==> config.mk <==
export PLATFORM = sky130hd
export DESIGN_NAME = bitmap_contiguous_frame_allocator_core
export DESIGN_NICKNAME = d
export VERILOG_FILES = /design/src/hdl/bcfa_pkg.sv /design/src/hdl/bitmap_contiguous_frame_allocator_core.sv /design/src/hdl/bcfa_frame_map.sv /design/src/hdl/bcfa_run_step.sv
export SDC_FILE = /design/constraint.sdc
export NUM_CORES = 2
export LEC_CHECK = 0
export ABC_AREA = 1
export ABC_CLOCK_PERIOD_IN_PS = 7700
export BUFFER_PORTS_ARGS = -buffer_cell sky130_fd_sc_hd__buf_2
export CAP_MARGIN = 10
export CORE_MARGIN = 1
export CORE_UTILIZATION = 50
export DETAILED_ROUTE_END_ITERATION = 10
export GPL_ROUTABILITY_DRIVEN = 0
export PLACE_DENSITY = 0.72
export SLEW_MARGIN = 20
export SYNTH_ARGS = -nofsm -noshare
export SYNTH_HDL_FRONTEND = slang
export SYNTH_SLANG_ARGS = --single-unit
==> constraint.sdc <==
create_clock -name clk -period 7.7 [get_ports clk]
set_input_delay 0.385 -clock clk [delete_from_list [all_inputs] [get_ports clk]]
set_output_delay 0.385 -clock clk [all_outputs]
set_load 0.01 [all_outputs]
==> src/hdl/bcfa_pkg.sv <==
// shared constants and types for the contiguous frame allocator
package bcfa_pkg;

  localparam int NUM_FRAMES_DEF = 1024;
  localparam int MAP_WORDS_DEF  = 32;

  localparam int WORD_BITS  = 32;
  localparam int WORD_SHIFT = 5;
  localparam int STEP_BITS  = 8;
  localparam int STEP_SHIFT = 3;
  localparam int STEP_W     = WORD_SHIFT - STEP_SHIFT;

  // widest map address the parameter range allows
  localparam int MAP_ADDR_MAX_W = 11;

  localparam logic [1:0] REQ_ALLOC = 2'd0;
  localparam logic [1:0] REQ_FREE  = 2'd1;
  localparam logic [1:0] REQ_CLEAR = 2'd2;

  typedef struct packed {
    logic [MAP_ADDR_MAX_W-1:0] rd_addr;
    logic                      wr_en;
    logic [MAP_ADDR_MAX_W-1:0] wr_addr;
    logic [WORD_BITS-1:0]      wr_data;
    logic                      clear;
  } map_ctl_t;

endpackage

==> src/hdl/bitmap_contiguous_frame_allocator_core.sv <==
// first-fit contiguous frame allocator: bitmap scan, mark and count
// clear requests and requests rejected at setup finish in the setup state, with no map scan
// a scan reads each map word, then takes four byte steps through the run unit
// marking reads and then writes each touched word
// one request at a time: busy stays high until done; done is a one-cycle strobe
// synchronous reset empties the map at once through per-word valid bits, no sweep
module bitmap_contiguous_frame_allocator_core #(
  parameter int NUM_FRAMES = bcfa_pkg::NUM_FRAMES_DEF,
  parameter int MAP_WORDS  = bcfa_pkg::MAP_WORDS_DEF
) (
  input  logic        clk,
  input  logic        rst,
  input  logic        start,
  output logic        busy,
  input  logic [1:0]  req_type,
  input  logic [9:0]  start_frame,
  input  logic [10:0] count,
  output logic        done,
  output logic        ok,
  output logic [9:0]  first_frame,
  output logic [10:0] frames_in_use,
  output logic [10:0] frames_free
);

  localparam int MAP_BITS  = MAP_WORDS * bcfa_pkg::WORD_BITS;
  localparam int TOTAL     = (NUM_FRAMES < MAP_BITS) ? NUM_FRAMES : MAP_BITS;
  localparam int LAST_WORD = (TOTAL - 1) / bcfa_pkg::WORD_BITS;
  localparam int WW        = (MAP_WORDS > 1) ? $clog2(MAP_WORDS) : 1;
  localparam int CW        = $clog2(TOTAL + 1);
  localparam int FW0       = (CW > 11) ? CW : 11;
  localparam int FW        = (FW0 > WW + bcfa_pkg::WORD_SHIFT) ? FW0
                                                               : WW + bcfa_pkg::WORD_SHIFT;

  localparam logic [WW-1:0] LAST_W  = WW'(LAST_WORD);
  localparam logic [FW-1:0] TOTAL_F = FW'(TOTAL);
  localparam logic [bcfa_pkg::STEP_W-1:0] LAST_STEP = '1;

  typedef enum logic [2:0] {
    ST_IDLE, ST_SETUP, ST_SREAD, ST_SCAN, ST_WREAD, ST_WMOD
  } state_t;

  state_t                      state;
  logic [1:0]                  req;
  logic [FW-1:0]               from;
  logic [FW-1:0]               n;
  logic                        want;
  logic [WW-1:0]               word;
  logic [bcfa_pkg::STEP_W-1:0] step;
  logic [FW-1:0]               run;
  logic [FW-1:0]               run_start;
  logic [CW-1:0]               used;

  bcfa_pkg::map_ctl_t             map_ctl;
  logic [bcfa_pkg::WORD_BITS-1:0] rd_word;
  logic [bcfa_pkg::WORD_BITS-1:0] mask;
  logic [FW-1:0]                  base_frame;
  logic [FW-1:0]                  run_next;
  logic                           hit;
  logic [FW-1:0]                  hit_start;
  logic [FW-1:0]                  end_frame;
  logic [WW-1:0]                  end_word;
  logic [FW-1:0]                  used_w;
  logic [FW-1:0]                  used_sum;
  logic [FW-1:0]                  free_w;
  logic                           is_alloc;

  bcfa_frame_map #(
    .MAP_WORDS (MAP_WORDS),
    .AW        (WW)
  ) u_map (
    .clk     (clk),
    .rst     (rst),
    .ctl     (map_ctl),
    .rd_word (rd_word)
  );

  assign base_frame = FW'({word, step, bcfa_pkg::STEP_SHIFT'(0)});

  bcfa_run_step #(
    .FW    (FW),
    .TOTAL (TOTAL)
  ) u_step (
    .word_bits  (rd_word),
    .step       (step),
    .base_frame (base_frame),
    .want       (want),
    .from       (from),
    .n          (n),
    .run_in     (run),
    .run_out    (run_next),
    .hit        (hit),
    .hit_start  (hit_start)
  );

  assign is_alloc  = (req == bcfa_pkg::REQ_ALLOC);
  assign end_frame = run_start + n - 1'b1;
  assign end_word  = end_frame[WW+bcfa_pkg::WORD_SHIFT-1:bcfa_pkg::WORD_SHIFT];
  assign used_w    = FW'(used);
  assign used_sum  = is_alloc ? used_w + n : used_w - n;
  assign free_w    = TOTAL_F - used_w;

  // bits of the current word that fall inside the run being changed
  always_comb begin
    logic [FW-1:0] f;
    for (int p = 0; p < bcfa_pkg::WORD_BITS; p++) begin
      f       = FW'({word, ~bcfa_pkg::WORD_SHIFT'(p)});
      mask[p] = (f >= run_start) && (f <= end_frame);
    end
  end

  always_comb begin
    map_ctl         = '0;
    map_ctl.rd_addr = bcfa_pkg::MAP_ADDR_MAX_W'(word);
    map_ctl.wr_addr = bcfa_pkg::MAP_ADDR_MAX_W'(word);
    map_ctl.wr_data = is_alloc ? (rd_word | mask) : (rd_word & ~mask);
    map_ctl.wr_en   = (state == ST_WMOD);
    map_ctl.clear   = (state == ST_SETUP) && (req == bcfa_pkg::REQ_CLEAR);
  end

  always_ff @(posedge clk) begin
    if (rst) begin
      state       <= ST_IDLE;
      used        <= '0;
      done        <= 1'b0;
      ok          <= 1'b0;
      first_frame <= '0;
    end else begin
      done <= 1'b0;
      unique case (state)
        ST_IDLE: begin
          if (start) begin
            req   <= req_type;
            // an allocation always scans from frame zero
            from  <= (req_type == bcfa_pkg::REQ_ALLOC) ? '0 : FW'(start_frame);
            n     <= FW'(count);
            state <= ST_SETUP;
          end
        end
        ST_SETUP: begin
          run  <= '0;
          step <= '0;
          want <= ~is_alloc;
          if (req == bcfa_pkg::REQ_CLEAR) begin
            used        <= '0;
            done        <= 1'b1;
            ok          <= 1'b1;
            first_frame <= '0;
            state       <= ST_IDLE;
          end else if ((req == bcfa_pkg::REQ_ALLOC || req == bcfa_pkg::REQ_FREE) &&
                       n != '0 && (is_alloc || from < TOTAL_F)) begin
            word  <= is_alloc ? '0
                              : from[WW+bcfa_pkg::WORD_SHIFT-1:bcfa_pkg::WORD_SHIFT];
            state <= ST_SREAD;
          end else begin
            done        <= 1'b1;
            ok          <= 1'b0;
            first_frame <= '0;
            state       <= ST_IDLE;
          end
        end
        ST_SREAD: begin
          state <= ST_SCAN;
        end
        ST_SCAN: begin
          priority if (hit) begin
            run_start <= hit_start;
            word      <= hit_start[WW+bcfa_pkg::WORD_SHIFT-1:bcfa_pkg::WORD_SHIFT];
            state     <= ST_WREAD;
          end else if (step == LAST_STEP) begin
            run  <= run_next;
            step <= '0;
            if (word == LAST_W) begin
              done        <= 1'b1;
              ok          <= 1'b0;
              first_frame <= '0;
              state       <= ST_IDLE;
            end else begin
              word  <= word + 1'b1;
              state <= ST_SREAD;
            end
          end else begin
            run  <= run_next;
            step <= step + 1'b1;
          end
        end
        ST_WREAD: begin
          state <= ST_WMOD;
        end
        ST_WMOD: begin
          if (word == end_word) begin
            used        <= used_sum[CW-1:0];
            done        <= 1'b1;
            ok          <= 1'b1;
            first_frame <= run_start[9:0];
            state       <= ST_IDLE;
          end else begin
            word  <= word + 1'b1;
            state <= ST_WREAD;
          end
        end
        default: begin
          state <= ST_IDLE;
        end
      endcase
    end
  end

  assign busy          = (state != ST_IDLE);
  assign frames_in_use = used_w[10:0];
  assign frames_free   = free_w[10:0];

  // a transaction taken while idle always leaves idle on the next cycle
  a_accept_busy: assert property (@(posedge clk) disable iff (rst)
    start && !busy |=> busy)
    else $error("accepted transaction did not raise busy");

  // a result only appears after work was under way
  a_done_after_work: assert property (@(posedge clk) disable iff (rst)
    done |-> $past(state) != ST_IDLE)
    else $error("result strobe without a request in flight");

  // a failed request reports frame zero
  a_fail_zero: assert property (@(posedge clk) disable iff (rst)
    done && !ok |-> first_frame == '0)
    else $error("failed request reported a nonzero frame");

  // whenever a result is reported, used and free frames account for the whole map
  a_counts: assert property (@(posedge clk) disable iff (rst)
    done |-> 11'(frames_in_use + frames_free) == 11'(TOTAL))
    else $error("frame counts do not add up");

  // marking never starts a word past the end of the run
  a_write_range: assert property (@(posedge clk) disable iff (rst)
    state == ST_WMOD |-> word <= end_word)
    else $error("map write beyond the run");

endmodule

==> src/hdl/bcfa_frame_map.sv <==
// frame bitmap storage with per-word valid bits and registered read
module bcfa_frame_map #(
  parameter int MAP_WORDS = bcfa_pkg::MAP_WORDS_DEF,
  parameter int AW        = 1
) (
  input  logic                           clk,
  input  logic                           rst,
  input  bcfa_pkg::map_ctl_t             ctl,
  output logic [bcfa_pkg::WORD_BITS-1:0] rd_word
);

  logic [bcfa_pkg::WORD_BITS-1:0] mem [MAP_WORDS];
  logic [MAP_WORDS-1:0]           word_valid;
  logic [bcfa_pkg::WORD_BITS-1:0] rd_data;
  logic                           rd_valid;

  always_ff @(posedge clk) begin
    if (ctl.wr_en) begin
      mem[ctl.wr_addr[AW-1:0]] <= ctl.wr_data;
    end
    rd_data <= mem[ctl.rd_addr[AW-1:0]];
  end

  // a word never written since reset or clear reads as all free
  always_ff @(posedge clk) begin
    if (rst) begin
      word_valid <= '0;
      rd_valid   <= 1'b0;
    end else begin
      if (ctl.clear) begin
        word_valid <= '0;
      end else if (ctl.wr_en) begin
        word_valid[ctl.wr_addr[AW-1:0]] <= 1'b1;
      end
      rd_valid <= word_valid[ctl.rd_addr[AW-1:0]];
    end
  end

  assign rd_word = rd_valid ? rd_data : '0;

endmodule

==> src/hdl/bcfa_run_step.sv <==
// one scan step: tracks the run length over one byte of a map word
module bcfa_run_step #(
  parameter int FW    = 11,
  parameter int TOTAL = bcfa_pkg::NUM_FRAMES_DEF
) (
  input  logic [bcfa_pkg::WORD_BITS-1:0] word_bits,
  input  logic [bcfa_pkg::STEP_W-1:0]    step,
  input  logic [FW-1:0]                  base_frame,
  input  logic                           want,
  input  logic [FW-1:0]                  from,
  input  logic [FW-1:0]                  n,
  input  logic [FW-1:0]                  run_in,
  output logic [FW-1:0]                  run_out,
  output logic                           hit,
  output logic [FW-1:0]                  hit_start
);

  localparam logic [FW-1:0] TOTAL_F = FW'(TOTAL);

  always_comb begin
    logic [FW-1:0]                   run;
    logic [FW-1:0]                   f;
    logic [bcfa_pkg::WORD_SHIFT-1:0] pos;
    logic                            m;
    run       = run_in;
    hit       = 1'b0;
    hit_start = '0;
    for (int j = 0; j < bcfa_pkg::STEP_BITS; j++) begin
      f   = base_frame + FW'(j);
      pos = {step, bcfa_pkg::STEP_SHIFT'(j)};
      // frame at position pos sits in bit 31 - pos of the word
      m   = (word_bits[~pos] == want) && (f >= from) && (f < TOTAL_F);
      run = m ? run + 1'b1 : '0;
      if (m && (run == n) && !hit) begin
        hit       = 1'b1;
        hit_start = f + 1'b1 - n;
      end
    end
    run_out = run;
  end

endmodule

==> impl_metrics.json <==
{
  "grt_antenna_before_repair": 3,
  "grt_first_pass_wirelength_mm": 234,
  "cp_max_fo": 13,
  "post_synth_main_area_contributors": "sky130_fd_sc_hd__edfxtp_1, sky130_fd_sc_hd__nor2_1, sky130_fd_sc_hd__o21ai_0, sky130_fd_sc_hd__nand2_1, sky130_fd_sc_hd__dfxtp_1",
  "post_layout_nonfiller_instances": 6628,
  "synth_edf_count": 1077,
  "combPwrFrac_pct": 8.2,
  "critical_path_class": "flip-flop to flip-flop",
  "crit-reg2reg-launch": "step[0]",
  "crit_path_max_cell_delay_ps": 520,
  "cp_arrival_ps": 7470,
  "cp-startpoint": "step[0]",
  "finalHoldViolations": 0,
  "synth_most_common_cell": "sky130_fd_sc_hd__edfxtp_1",
  "simple_gate_area_share_of_the_yosys_netlist_pct": 13.8,
  "power.switching_mw": 3.29,
  "tritoncts": "yes",
  "vias": 40678,
  "grt_pass1_vias": 37589,
  "clk-insertion-delay-late_ps": 740,
  "power.density_cell_area_nw_per_um2": 227,
  "slew_viol_final": 0,
  "floorplan.die_area_um2": 109000,
  "worstPathBufferInverterCount": 7,
  "die_height_um": 331,
  "clkTransAtPathRegs_ps": 70,
  "timing.final.crit_period_ps": 7080,
  "max-cap-violations": 0,
  "floorplan.initialDensity_pct": 50.5,
  "asyncSetResetFlopFracSynth_pct": 0,
  "timing.critical_path.required_ps": 8090,
  "post_synth_instance_area_um2": 54000,
  "post_synth.cell_area_avg_um2": 10.6,
  "drt_pass1_iterations": 8,
  "die_width_um": 331,
  "placed_cells_incl_taps": 6391,
  "cts_buffers": 114,
  "r2r-end": "step[1]",
  "io-pin-count": 61,
  "slew-limit-headroom_pct": 29.1,
  "routedWlPerCell_um": 24.0,
  "cp_depth": 43,
  "regToRegSetupSlack_ps": 620,
  "compound_gate_portion_of_the_synthesized_area_pct": 14.0,
  "post_route_cells_drive_above_1_share_pct": 10.5,
  "grt_max_degree": 198,
  "final_nets": 5243,
  "setup.worst_path.start_class": "flip-flop",
  "postLayoutSetupSlackWorst_ps": 621,
  "drt_first_iter_violations": 5690,
  "seqPwrFrac_pct": 51.6,
  "area_delta_synth_final_pct": 11.5,
  "outcome": "complete, no violations",
  "dpl.hpwl_mm": 89.8,
  "synth_top_area_cell": "sky130_fd_sc_hd__edfxtp_1",
  "static-leakage-power_nw": 21.4,
  "yosys.cell_types.count": 61,
  "post_synth_fa_ha_maj_area_fraction_pct": 2.37,
  "total_of_fill_cells_in_the_finished_design": 8687,
  "std_cell_rows": 120,
  "total_drc_errors_in_the_routed_layout": 0,
  "synth.net_count": 5201,
  "power_mw": 13.7,
  "critical_path_capture_point": "step[1]",
  "postSynthCellCount": 5078,
  "utilization_pct": 56.3,
  "synthMuxAreaShare_pct": 0,
  "worst_hold_path_type": "input pin to flip-flop",
  "max_freq_ghz": 0.141,
  "io_buffers": 60,
  "p_clk_share_pct": 40.3,
  "worst_setup_path_end_kind": "flip-flop",
  "numClockSinks": 1168,
  "yosys_warnings": 0,
  "max_slew.worst_pin.slew_ps": 1060,
  "cts_root_buffer": "sky130_fd_sc_hd__clkbuf_16",
  "congestion_overflow_gr": 0,
  "vias_per_cell": 6.14,
  "cell_int_power_mw": 10.4,
  "postSynthRegisterBits": 1168,
  "switching_share_pct": 24.0,
  "synthFlopType": "sky130_fd_sc_hd__edfxtp_1",
  "detail_route.wirelength_mm": 159,
  "combinational_family_with_the_most_area_after_synthesis": "compound AO/OA/AOI/OAI gates",
  "max-vdd-ir-drop_v": 0.000239,
  "grt_usage_pct": 28.7,
  "timing.clock.skew_ps": 48.5,
  "timing.critical_path.mode_cell": "sky130_fd_sc_hd__nor2_1",
  "max-clock-path-buffers": 3,
  "top_cells_by_count_synth": "sky130_fd_sc_hd__edfxtp_1, sky130_fd_sc_hd__nor2_1, sky130_fd_sc_hd__o21ai_0",
  "synth-seq-area-share_pct": 63.2,
  "setup_violators_final": 0,
  "synthDominantCellAreaShare_pct": 59.9,
  "whs_path_depth": 3,
  "reg2reg_depth": 43,
  "ant_nets": 0,
  "minimum_hold_slack_ps": 37.9,
  "dpl_worst_slack_ps": 502,
  "cts-htree-levels": 3,
  "placeableCoreArea_um2": 107000,
  "cp_top_family": "simple AND/OR/NAND/NOR gates",
  "synth_xor_area_share_pct": 2.17,
  "timing.critical_path.slowest_stage_cell": "sky130_fd_sc_hd__edfxtp_1",
  "timing.final.crit_share_pct": 91.9
}
## power by group through the flow
| stage | sequential (mW) | clock, mW | combinational (mW) |
|---|---|---|---|
| after CTS | 7.06 | 5.54 | 1.09 |
| after detailed placement | 7.19 | 0 | 1.08 |
| after floorplan | 7.18 | 0 | 0.724 |
| after global routing | 7.06 | 5.79 | 1.21 |
| after global placement | 7.19 | 0 | 1.05 |
| final | 7.06 | 5.51 | 1.12 |
## cell usage in the layout (no fill, tap or decap), drive strengths merged, types with 3 or more instances in the layout
master / count
fa: 9
a221oi: 62
clkinvlp: 3
nand2: 567
dlygate4sd3: 16
o21ai: 702
or2: 12
o41ai: 3
buf: 174
inv: 348
a22oi: 3
dfxtp: 91
o2111ai: 11
clkinv: 48
xnor2: 16
o31ai: 8
a31oi: 10
nor2: 953
diode: 3
edfxtp: 1077
o211ai: 15
nand3: 143
nor3: 36
o21bai: 7
o221ai: 5
ha: 88
a21oi: 120
bufinv: 7
nand4: 47
nor4: 6
o22ai: 278
xor2: 118
a22o: 62
clkbuf: 161
## area by class of cell
class                      instances  area [um^2]  area share [%]
multi-input combinational       3297        17900            29.8
inverter                         349         1330            2.20
clock buffer                     161         3110            5.16
antenna                            3         7.51          0.0125
sequential                      1168        34200            56.7
tap                             1403         1760            2.91
timing repair buffer             190         1380            2.29
clock inverter                    57          577           0.957
## per-stage QoR
stage,setup TNS [ps],area (um^2)
3_5_place_dp,0,56300
6_report,0,60200
4_1_cts,0,60200
3_3_place_gp,0,56300
5_1_grt,-30.6,60200
2_1_floorplan,0,54000
## worst register-to-register path, delay by kind of cell (launching register included)
family | cells | cell delay, ps
and+or+nand+nor | 28 | 3220
adders and majority gates | 8 | 2280
buffers and inverters | 7 | 770
DFF | 1 | 520
## repair_timing
item / in CTS / in global routing
endpoints found under the hold margin: 16 / 0
hold buffers: 16 / 0
setup buffers: 0 / 0
endpoints found under the setup margin: 0 / 37
resized for setup: 0 / 4
## registers in the layout (all words and copies together), names as in the netlist
signal            flops
run                  11
req                   2
u_map.word_valid     32
want                  1
step                  2
done                  1
run_start            11
frames_in_use        11
word                  5
u_map.rd_valid        1
n                    11
state                 3
from                 10
u_map.rd_data        32
ok                    1
u_map.mem          1024
first_frame          10
## kinds of logic after synthesis
logic type,count (synthesis)
xor gates and xnor gates,134
adders and majority gates,97
DFF,1168
buffers and inverters,613
and+or+nand+nor,1767
AOI/OAI and AO/OA,1299
## metal layers
metal | up-vias | GRT usage, % | part of all wire (%)
met5 | - | 0 | 0
met4 | 0 | 13.7 | 5.0
met3 | 501 | 5.75 | 12
met2 | 2526 | 44.5 | 45
met1 | 19450 | 38.7 | 38
li1 | 18201 | - | -
## how the worst min path moves through the flow
stage	start	end	slack, ps
floorplan	u_map.word_valid[11]	u_map.word_valid[11]	440
detailed placement	u_map.word_valid[29]	u_map.word_valid[29]	460
CTS	start_frame[1]	from[1]	3
global placement	u_map.word_valid[15]	u_map.word_valid[15]	450
global route	start_frame[1]	from[1]	20
finish	start_frame[1]	from[1]	40
No activity file was read; power rests on OpenSTA's default activity.
